**src/rtl/assert_macros.svh**
```systemverilog
// Assertion macros shared by the ichimoku midpoint RTL.
`ifndef ASSERT_MACROS_SVH
`define ASSERT_MACROS_SVH

// Check a property on every clock edge outside reset.
`define ICHI_ASSERT(label, clk, rst, prop, msg) \
   label: assert property (@(posedge clk) disable iff (rst) (prop)) \
      else $error(msg);

// Check a property on every clock edge, reset included.
`define ICHI_ASSERT_ALWAYS(label, clk, prop, msg) \
   label: assert property (@(posedge clk) (prop)) \
      else $error(msg);

`endif

```
**src/rtl/ichi_pkg.sv**
```systemverilog
// Shared constants and types for the ichimoku window midpoint block.
`timescale 1ns / 1ps

package ichi_pkg;

   localparam int LEN_BITS       = 7;
   localparam int CSR_IDX_BITS   = 2;
   localparam int WINDOW_MAX_DEF = 64;
   localparam int PRICE_BITS_DEF = 32;

   localparam logic [LEN_BITS-1:0] CONV_LEN_RESET  = 7'd9;
   localparam logic [LEN_BITS-1:0] BASE_LEN_RESET  = 7'd26;
   localparam logic [LEN_BITS-1:0] SPANB_LEN_RESET = 7'd52;

   localparam logic [CSR_IDX_BITS-1:0] CSR_CONV_LEN  = 2'd0;
   localparam logic [CSR_IDX_BITS-1:0] CSR_BASE_LEN  = 2'd1;
   localparam logic [CSR_IDX_BITS-1:0] CSR_SPANB_LEN = 2'd2;

   // Control of the shared max/min unit.
   typedef struct packed {
      logic step;   // a history entry is on the data inputs
      logic first;  // entry is the newest bar: restart the extremes
   } ext_ctrl_type;

endpackage

```
**src/rtl/ichimoku_window_midpoints.sv**
```systemverilog
// Ichimoku window midpoints: top level with bar history, scan sequencer and result register.
//
// One bar is accepted at a time; the block then walks the stored bars from newest to oldest
// through a single max/min compare unit, reading one history entry per cycle, and snapshots
// the running (highest high + lowest low) as each of the conversion, base and span B windows
// closes. The scan makes N history reads, where N is the longest of the three effective window
// lengths (at most WINDOW_MAX, 64 by default, and never more than the bars held so far). The
// result is offered after the scan drains and span A is summed; the next bar is accepted
// only after the result has been taken. No clearing pass is needed after reset.
// The user must write lengths through the csr_ port only while the block is idle; the block
// does not enforce this. A length of 0 acts as 1 and a length above WINDOW_MAX acts as WINDOW_MAX.
`timescale 1ns / 1ps
`include "assert_macros.svh"

module ichimoku_window_midpoints #(
   parameter int WINDOW_MAX = ichi_pkg::WINDOW_MAX_DEF,
   parameter int PRICE_BITS = ichi_pkg::PRICE_BITS_DEF
) (
   input  logic                              clock,
   input  logic                              reset,
   input  logic                              req_valid,
   output logic                              req_ready,
   input  logic [PRICE_BITS-1:0]             req_bar_high,
   input  logic [PRICE_BITS-1:0]             req_bar_low,
   output logic                              rsp_valid,
   input  logic                              rsp_ready,
   output logic [PRICE_BITS:0]               rsp_conversion_line,
   output logic [PRICE_BITS:0]               rsp_base_line,
   output logic [PRICE_BITS+1:0]             rsp_lead_span_a,
   output logic [PRICE_BITS:0]               rsp_lead_span_b,
   output logic                              rsp_conversion_ready,
   output logic                              rsp_base_ready,
   output logic                              rsp_span_b_ready,
   input  logic                              csr_valid,
   output logic                              csr_ready,
   input  logic [ichi_pkg::CSR_IDX_BITS-1:0] csr_index,
   input  logic [ichi_pkg::LEN_BITS-1:0]     csr_data
);
   import ichi_pkg::*;

   localparam int AGE_W = $clog2(WINDOW_MAX);
   localparam int CNT_W = $clog2(WINDOW_MAX + 1);
   localparam int CMP_W = (LEN_BITS > CNT_W) ? LEN_BITS : CNT_W;

   typedef enum logic [2:0] {
      ST_IDLE,
      ST_SCAN,
      ST_DRAIN,
      ST_SUM,
      ST_RESULT
   } state_type;

   // Control state
   state_type            state_ff,     state_in;
   logic [AGE_W-1:0]     write_slot_ff, write_slot_in;
   logic [CNT_W-1:0]     bars_held_ff, bars_held_in;
   logic [AGE_W-1:0]     rd_ptr_ff,    rd_ptr_in;
   logic [AGE_W-1:0]     age0_ff,      age0_in;
   logic                 st1_valid_ff, st1_valid_in;
   logic                 st2_valid_ff, st2_valid_in;
   logic                 rsp_valid_ff, rsp_valid_in;
   logic [LEN_BITS-1:0]  conv_len_ff,  conv_len_in;
   logic [LEN_BITS-1:0]  base_len_ff,  base_len_in;
   logic [LEN_BITS-1:0]  spanb_len_ff, spanb_len_in;

   // Payload
   logic [AGE_W-1:0]     age1_ff;
   logic [AGE_W-1:0]     age2_ff;
   logic [AGE_W-1:0]     last_conv_ff, last_base_ff, last_spanb_ff, last_max_ff;
   logic                 ready_conv_ff, ready_base_ff, ready_spanb_ff;
   logic [PRICE_BITS:0]  conv_ff, base_ff, spanb_ff;
   logic [PRICE_BITS+1:0] span_a_ff;

   logic                 accept;
   logic [CNT_W-1:0]     len_conv, len_base, len_spanb;
   logic [CNT_W-1:0]     n_conv, n_base, n_spanb;
   logic [AGE_W-1:0]     last_conv_in, last_base_in, last_spanb_in, last_max_in;
   logic [2*PRICE_BITS-1:0] rd_data;
   logic [PRICE_BITS:0]  extreme_sum;
   ext_ctrl_type         ext_ctrl;
   logic                 mem_rd_en;

   function automatic logic [CNT_W-1:0] clamp_len(input logic [LEN_BITS-1:0] len);
      logic [CMP_W-1:0] wide;
      wide = CMP_W'(len);
      if (wide == '0) begin
         return CNT_W'(1);
      end else if (wide > CMP_W'(WINDOW_MAX)) begin
         return CNT_W'(WINDOW_MAX);
      end else begin
         return CNT_W'(wide);
      end
   endfunction

   assign req_ready = (state_ff == ST_IDLE);
   assign accept    = req_valid && req_ready;
   assign csr_ready = 1'b1;
   assign mem_rd_en = (state_ff == ST_SCAN);

   // Window sizes for the bar being accepted, counted with that bar included.
   always_comb begin
      len_conv  = clamp_len(conv_len_ff);
      len_base  = clamp_len(base_len_ff);
      len_spanb = clamp_len(spanb_len_ff);
      n_conv    = (len_conv  < bars_held_in) ? len_conv  : bars_held_in;
      n_base    = (len_base  < bars_held_in) ? len_base  : bars_held_in;
      n_spanb   = (len_spanb < bars_held_in) ? len_spanb : bars_held_in;
      last_conv_in  = AGE_W'(n_conv  - CNT_W'(1));
      last_base_in  = AGE_W'(n_base  - CNT_W'(1));
      last_spanb_in = AGE_W'(n_spanb - CNT_W'(1));
      last_max_in   = (last_conv_in > last_base_in) ? last_conv_in : last_base_in;
      if (last_spanb_in > last_max_in) begin
         last_max_in = last_spanb_in;
      end
   end

   always_comb begin
      state_in      = state_ff;
      write_slot_in = write_slot_ff;
      bars_held_in  = (bars_held_ff == CNT_W'(WINDOW_MAX)) ? bars_held_ff
                                                          : bars_held_ff + CNT_W'(1);
      rd_ptr_in     = rd_ptr_ff;
      age0_in       = age0_ff;
      st1_valid_in  = 1'b0;
      st2_valid_in  = st1_valid_ff;
      rsp_valid_in  = rsp_valid_ff;
      conv_len_in   = conv_len_ff;
      base_len_in   = base_len_ff;
      spanb_len_in  = spanb_len_ff;

      if (csr_valid && csr_ready) begin
         case (csr_index)
            CSR_CONV_LEN:  conv_len_in  = csr_data;
            CSR_BASE_LEN:  base_len_in  = csr_data;
            CSR_SPANB_LEN: spanb_len_in = csr_data;
            default: ;
         endcase
      end

      case (state_ff)
         ST_IDLE: begin
            if (accept) begin
               write_slot_in = (write_slot_ff == AGE_W'(WINDOW_MAX - 1)) ? '0
                                                                        : write_slot_ff + 1'b1;
               rd_ptr_in     = write_slot_ff;
               age0_in       = '0;
               state_in      = ST_SCAN;
            end
         end
         ST_SCAN: begin
            // Issue one history read per cycle, newest bar first.
            st1_valid_in = 1'b1;
            rd_ptr_in    = (rd_ptr_ff == '0) ? AGE_W'(WINDOW_MAX - 1) : rd_ptr_ff - 1'b1;
            age0_in      = age0_ff + 1'b1;
            if (age0_ff == last_max_ff) begin
               state_in = ST_DRAIN;
            end
         end
         ST_DRAIN: begin
            if (st2_valid_ff && (age2_ff == last_max_ff)) begin
               state_in = ST_SUM;
            end
         end
         ST_SUM: begin
            rsp_valid_in = 1'b1;
            state_in     = ST_RESULT;
         end
         ST_RESULT: begin
            if (rsp_ready) begin
               rsp_valid_in = 1'b0;
               state_in     = ST_IDLE;
            end
         end
         default: begin
            state_in = ST_IDLE;
         end
      endcase

      if (!accept) begin
         bars_held_in = bars_held_ff;
      end
   end

   always_ff @(posedge clock) begin
      if (reset) begin
         state_ff      <= ST_IDLE;
         write_slot_ff <= '0;
         bars_held_ff  <= '0;
         rd_ptr_ff     <= '0;
         age0_ff       <= '0;
         st1_valid_ff  <= 1'b0;
         st2_valid_ff  <= 1'b0;
         rsp_valid_ff  <= 1'b0;
         conv_len_ff   <= CONV_LEN_RESET;
         base_len_ff   <= BASE_LEN_RESET;
         spanb_len_ff  <= SPANB_LEN_RESET;
      end else begin
         state_ff      <= state_in;
         write_slot_ff <= write_slot_in;
         bars_held_ff  <= bars_held_in;
         rd_ptr_ff     <= rd_ptr_in;
         age0_ff       <= age0_in;
         st1_valid_ff  <= st1_valid_in;
         st2_valid_ff  <= st2_valid_in;
         rsp_valid_ff  <= rsp_valid_in;
         conv_len_ff   <= conv_len_in;
         base_len_ff   <= base_len_in;
         spanb_len_ff  <= spanb_len_in;
      end
   end

   // Window bookkeeping for the transaction in flight, and the result snapshots.
   always_ff @(posedge clock) begin
      age1_ff <= age0_ff;
      age2_ff <= age1_ff;
      if (accept) begin
         last_conv_ff   <= last_conv_in;
         last_base_ff   <= last_base_in;
         last_spanb_ff  <= last_spanb_in;
         last_max_ff    <= last_max_in;
         ready_conv_ff  <= (bars_held_in >= len_conv);
         ready_base_ff  <= (bars_held_in >= len_base);
         ready_spanb_ff <= (bars_held_in >= len_spanb);
      end
      if (st2_valid_ff && (age2_ff == last_conv_ff)) begin
         conv_ff <= extreme_sum;
      end
      if (st2_valid_ff && (age2_ff == last_base_ff)) begin
         base_ff <= extreme_sum;
      end
      if (st2_valid_ff && (age2_ff == last_spanb_ff)) begin
         spanb_ff <= extreme_sum;
      end
      if (state_ff == ST_SUM) begin
         span_a_ff <= {1'b0, conv_ff} + {1'b0, base_ff};
      end
   end

   assign ext_ctrl.step  = st1_valid_ff;
   assign ext_ctrl.first = (age1_ff == '0);

   ichi_hist #(
      .DEPTH  (WINDOW_MAX),
      .DATA_W (2 * PRICE_BITS)
   ) u_hist (
      .clock      (clock),
      .wr_en      (accept),
      .wr_addr    (write_slot_ff),
      .wr_data    ({req_bar_high, req_bar_low}),
      .rd_en      (mem_rd_en),
      .rd_addr    (rd_ptr_ff),
      .rd_data_ff (rd_data)
   );

   ichi_extreme #(
      .PRICE_BITS (PRICE_BITS)
   ) u_extreme (
      .clock       (clock),
      .ctrl        (ext_ctrl),
      .high        (rd_data[2*PRICE_BITS-1:PRICE_BITS]),
      .low         (rd_data[PRICE_BITS-1:0]),
      .extreme_sum (extreme_sum)
   );

   assign rsp_valid            = rsp_valid_ff;
   assign rsp_conversion_line  = conv_ff;
   assign rsp_base_line        = base_ff;
   assign rsp_lead_span_a      = span_a_ff;
   assign rsp_lead_span_b      = spanb_ff;
   assign rsp_conversion_ready = ready_conv_ff;
   assign rsp_base_ready       = ready_base_ff;
   assign rsp_span_b_ready     = ready_spanb_ff;

   `ICHI_ASSERT(a_no_accept_with_result, clock, reset, rsp_valid_ff |-> !req_ready, "new bar taken while a result is pending")
   `ICHI_ASSERT(a_bars_counted, clock, reset, accept |=> (bars_held_ff != '0), "bar accepted but history count is zero")
   `ICHI_ASSERT(a_scan_in_window, clock, reset, st2_valid_ff |-> (age2_ff <= last_max_ff), "scan ran past the longest window")
   `ICHI_ASSERT_ALWAYS(a_reset_clears_rsp, clock, reset |=> !rsp_valid_ff, "result valid right after reset")

endmodule

```
**src/rtl/ichi_hist.sv**
```systemverilog
// History ring memory of (high, low) pairs with a registered read port.
`timescale 1ns / 1ps

module ichi_hist #(
   parameter int DEPTH  = ichi_pkg::WINDOW_MAX_DEF,
   parameter int DATA_W = 2 * ichi_pkg::PRICE_BITS_DEF
) (
   input  logic                     clock,
   input  logic                     wr_en,
   input  logic [$clog2(DEPTH)-1:0] wr_addr,
   input  logic [DATA_W-1:0]        wr_data,
   input  logic                     rd_en,
   input  logic [$clog2(DEPTH)-1:0] rd_addr,
   output logic [DATA_W-1:0]        rd_data_ff
);
   import ichi_pkg::*;

   logic [DATA_W-1:0] mem_ff [DEPTH];

   always_ff @(posedge clock) begin
      if (wr_en) begin
         mem_ff[wr_addr] <= wr_data;
      end
   end

   always_ff @(posedge clock) begin
      if (rd_en) begin
         rd_data_ff <= mem_ff[rd_addr];
      end
   end

endmodule

```
**src/rtl/ichi_extreme.sv**
```systemverilog
// Shared compare unit: running highest high and lowest low, plus their sum.
`timescale 1ns / 1ps

module ichi_extreme #(
   parameter int PRICE_BITS = ichi_pkg::PRICE_BITS_DEF
) (
   input  logic                    clock,
   input  ichi_pkg::ext_ctrl_type  ctrl,
   input  logic [PRICE_BITS-1:0]   high,
   input  logic [PRICE_BITS-1:0]   low,
   output logic [PRICE_BITS:0]     extreme_sum
);
   import ichi_pkg::*;

   logic [PRICE_BITS-1:0] max_ff;
   logic [PRICE_BITS-1:0] min_ff;
   logic [PRICE_BITS-1:0] max_in;
   logic [PRICE_BITS-1:0] min_in;

   always_comb begin
      max_in = max_ff;
      min_in = min_ff;
      if (ctrl.step) begin
         if (ctrl.first || (high > max_ff)) begin
            max_in = high;
         end
         if (ctrl.first || (low < min_ff)) begin
            min_in = low;
         end
      end
   end

   always_ff @(posedge clock) begin
      max_ff <= max_in;
      min_ff <= min_in;
   end

   assign extreme_sum = {1'b0, max_ff} + {1'b0, min_ff};

endmodule

```
**config.mk**
```make
export PLATFORM = sky130hd
export DESIGN_NAME = ichimoku_window_midpoints
export DESIGN_NICKNAME = d
export VERILOG_FILES = /design/src/rtl/ichi_pkg.sv /design/src/rtl/ichimoku_window_midpoints.sv /design/src/rtl/ichi_hist.sv /design/src/rtl/ichi_extreme.sv
export VERILOG_INCLUDE_DIRS = /design/src /design/src/rtl
export SDC_FILE = /design/constraint.sdc
export NUM_CORES = 2
export LEC_CHECK = 0
export ABC_AREA = 1
export BUFFER_PORTS_ARGS = -buffer_cell sky130_fd_sc_hd__buf_4
export CELL_PAD_IN_SITES_DETAIL_PLACEMENT = 1
export CELL_PAD_IN_SITES_GLOBAL_PLACEMENT = 1
export CORE_MARGIN = 2
export CORE_UTILIZATION = 50
export CTS_BUF_LIST = sky130_fd_sc_hd__clkbuf_16
export DETAILED_ROUTE_END_ITERATION = 7
export HOLD_SLACK_MARGIN = 0.08
export PLACE_DENSITY_LB_ADDON = 0.05
export SETUP_SLACK_MARGIN = 0.4
export SLEW_MARGIN = 20
export SYNTH_ARGS = -nofsm -noshare
export SYNTH_HDL_FRONTEND = slang
export SYNTH_SLANG_ARGS = --single-unit
```
**constraint.sdc**
```tcl
create_clock -name clock -period 8.7 [get_ports clock]
set_input_delay 0.87 -clock clock [delete_from_list [all_inputs] [get_ports clock]]
set_output_delay 0.87 -clock clock [all_outputs]
set_load 0.02 [all_outputs]
```
==> results.toml <==
[yosys]
ys_ff_latch = 4448
avgSynthCellArea_um2 = 13.2
syn_nets = 13600
async_flop_share_pct = 0
ys.flop_type = "edfxtp_1"
synth.yosys.seq_area_share_pct = 75.2
yosys_warnings = 0
synth.cell_area_um2 = 177000
syn-instance-count = 13400
synth.distinct_cells = 67
synth-edff-count = 4384

[die]
die_h_um = 598
io_pins = 217
initial_core_util_pct = 50.2
rows = 218
core_area_um2 = 352000
die_x_um = 598
die_area_um2 = 358000

[timing]
clock.fmax_mhz = 158
skew_ns = 0.0670
rsz0062_at_grt = "false"
hold_viol = 0
min_period_ns = 6.32
finalWorstSetupSlack_ns = 2.38
fin_setup_tns_ns = 0
max_slew_margin_pct = 20.6
whs_ns = 0.149
worstMarginPinSlew_ns = 1.19
finalCritPeriodShare_pct = 72.7
drv_slew = 0
finalSetupViolCount = 0

[final_layout]
drive_gt1_share_pct = 9.21
n_fill_cell = 33800
final_cell_mix = "edfxtp_1 (4384), nor2_1 (2630), o21ai_0 (2523), o22ai_1 (1075), clkbuf_16 (476)"
final_common_cell = "edfxtp_1"
stdcell_area_um2 = 199000
syn2layout_area_growth_pct = 12.7
final_nets = 13600
stdcell_count = 18500

[detailed_routing]
dr_total_vias = 121000
ant_nets = 0
wire_per_inst_um = 34.1
drtIter0Drc = 15700
avgViaCountPerCell = 6.54
drt-pass1-iter-count = 6
drc_errors = 0
wl_um = 633000

[clock_tree]
cts-root-buf = "clkbuf_16"
cts_buffers = 468
clk_latency_ns = 1.02
postCtsSetupBuffers = 0
clock-sinks = 4448
clock_path_buffers = 4
htreeDepth = 5
clkTransAtPathRegs_ns = 0.06
tritoncts = "built"

[global_routing]
grt_antenna_before_repair = 43
grt_max_degree = 188
grt_pass1_wl_um = 891000
track_usage_pct = 34.7
grt_pass1_vias = 122000
gr-total-overflow = 0

[placed_design]
postPlaceCellArea_um2 = 184000
dp_slack_ns = 1.89
dp_cells = 17700
io_buffers = 215
dp_hpwl_um = 337000
place_congestion = 0.894

[min_path]
min_path_type = "input pin to flop"
holdPathStages = 3

[flow_run]
drv_cap = 0

[worst_setup_path]
critPathKind = "flop to flop"
slowest_stage = "dfxtp_1"
end_kind = "flop"
cp_slowest_stage_delay_ns = 0.39
cp_data_required_time_ns = 9.41
reg2reg_depth = 39
path_max_fanout = 10
startpoint_type = "flop"
arrival_ns = 7.04
cpMostUsedCell = "nand2_1"

[pwr]
peakVddDrop_mv = 0.251
leakagePower_nw = 65.3
power.density_nw_per_um2 = 327

[run_status]
status = "completed"
registers in the layout (all words and copies together) (netlist names), 3 cells and up:
signal               count
last_max_ff              6
conv_len_ff              7
age1_ff                  6
last_conv_ff             6
rd_ptr_ff                6
u_extreme.max_ff        32
rsp_base_line           33
last_spanb_ff            6
spanb_len_ff             7
base_len_ff              7
rsp_lead_span_a         34
bars_held_ff             7
rsp_conversion_line     33
age2_ff                  6
u_hist.mem_ff         4096
last_base_ff             6
age0_ff                  6
u_hist.rd_data_ff       64
u_extreme.min_ff        32
state_ff                 3
rsp_lead_span_b         33
write_slot_ff            6
worst max-delay path, delay by kind of cell (launching register included):
family / cells / cell delay, ns
simple gates: 23 / 2.85
fa+ha+maj: 3 / 0.91
buf+inv: 7 / 0.81
compound gates: 4 / 0.68
flops: 1 / 0.39
xor+xnor: 2 / 0.39
cells by family (layout without fill, tap and decap cells):
logic type	after synthesis	after routing	synth area share (%)
flip-flops	4448	4448	75.2
AO/OA/AOI/OAI	4155	4155	13.2
AND/OR/NAND/NOR	3344	3344	7.44
buffers and inverters	1157	1593	2.50
adder cells (fa/ha/maj)	169	169	1.21
XOR/XNOR	82	82	0.417
other	1	21	0.00212
path summary, 6_finish.rpt:
| path | from | endpoint | slack, ns |
|---|---|---|---|
| max | state_ff[2] | last_max_ff[1] | 2.38 |
| max reg2reg | state_ff[2] | last_max_ff[1] | 2.38 |
| min reg2reg | age1_ff[4] | age2_ff[4] | 0.35 |
| min | csr_data[0] | conv_len_ff[0] | 0.15 |
layout make-up:
cell class	instances	area, um2	area share [%]
multi-input combinational	7751	39900	20.0
timing repair buffer	469	4350	2.19
clock buffer	476	11900	5.99
sequential	4448	133000	66.8
tap	4730	5920	2.97
clock inverter	390	2970	1.49
antenna	20	50.0	0.0251
inverter	258	1010	0.507
cell usage after synthesis (all sizes together), types with 6 or more instances:
| cell | n | area share, % |
|---|---|---|
| edfxtp | 4384 | 75 |
| nor2 | 2701 | 5.8 |
| o21ai | 2536 | 7.2 |
| o22ai | 1077 | 3.8 |
| clkbuf | 811 | 1.7 |
| nand2 | 444 | 1.0 |
| inv | 255 | 0.54 |
| a21oi | 207 | 0.59 |
| ha | 167 | 1.2 |
| o221ai | 137 | 0.68 |
| nand3 | 123 | 0.40 |
| buf | 88 | 0.23 |
| dfxtp | 64 | 0.73 |
| xor2 | 63 | 0.32 |
| o211ai | 43 | 0.18 |
| o32ai | 34 | 0.17 |
| nand4 | 30 | 0.11 |
| a31oi | 27 | 0.096 |
| nor3 | 27 | 0.076 |
| xnor2 | 19 | 0.094 |
| a2111o | 16 | 0.10 |
| o31ai | 13 | 0.055 |
| a221o | 12 | 0.068 |
| o21bai | 8 | 0.034 |
| nor4 | 7 | 0.028 |
| a211oi | 6 | 0.025 |
timing repair:
| action | CTS | global route |
|---|---|---|
| setup endpoints to repair | 0 | 0 |
| endpoints found under the hold margin | 3 | 0 |
| gates resized for setup | 0 | 0 |
| hold buffers | 3 | 0 |
layer usage:
layer | part of all wire [%] | GRT usage [%] | routed length (um) | up-vias
li1 | - | - | - | 50300
met1 | 40 | 48.0 | 253000 | 63700
met2 | 46 | 54.5 | 292000 | 6042
met3 | 8.9 | 5.44 | 56500 | 1258
met4 | 5.1 | 16.1 | 32100 | 8
met5 | 0.0065 | 0 | 41 | -
metrics by stage:
| step | total power [mW] | utilization [%] |
|---|---|---|
| final | 65.0 | 56.5 |
| after global placement | 45.0 | 52.2 |
| after detailed placement | 45.5 | 52.3 |
| after CTS | 65.0 | 56.5 |
| after global routing | 67.5 | 56.5 |
| after floorplan | 37.1 | - |
where the power goes:
part	leakage [nW]	internal, mW	switching [mW]
logic	17.7	5.31	14.7
clock network	7.64	11.1	8.48
registers	40.0	24.6	0.842
(Power assumes the default switching activity.)
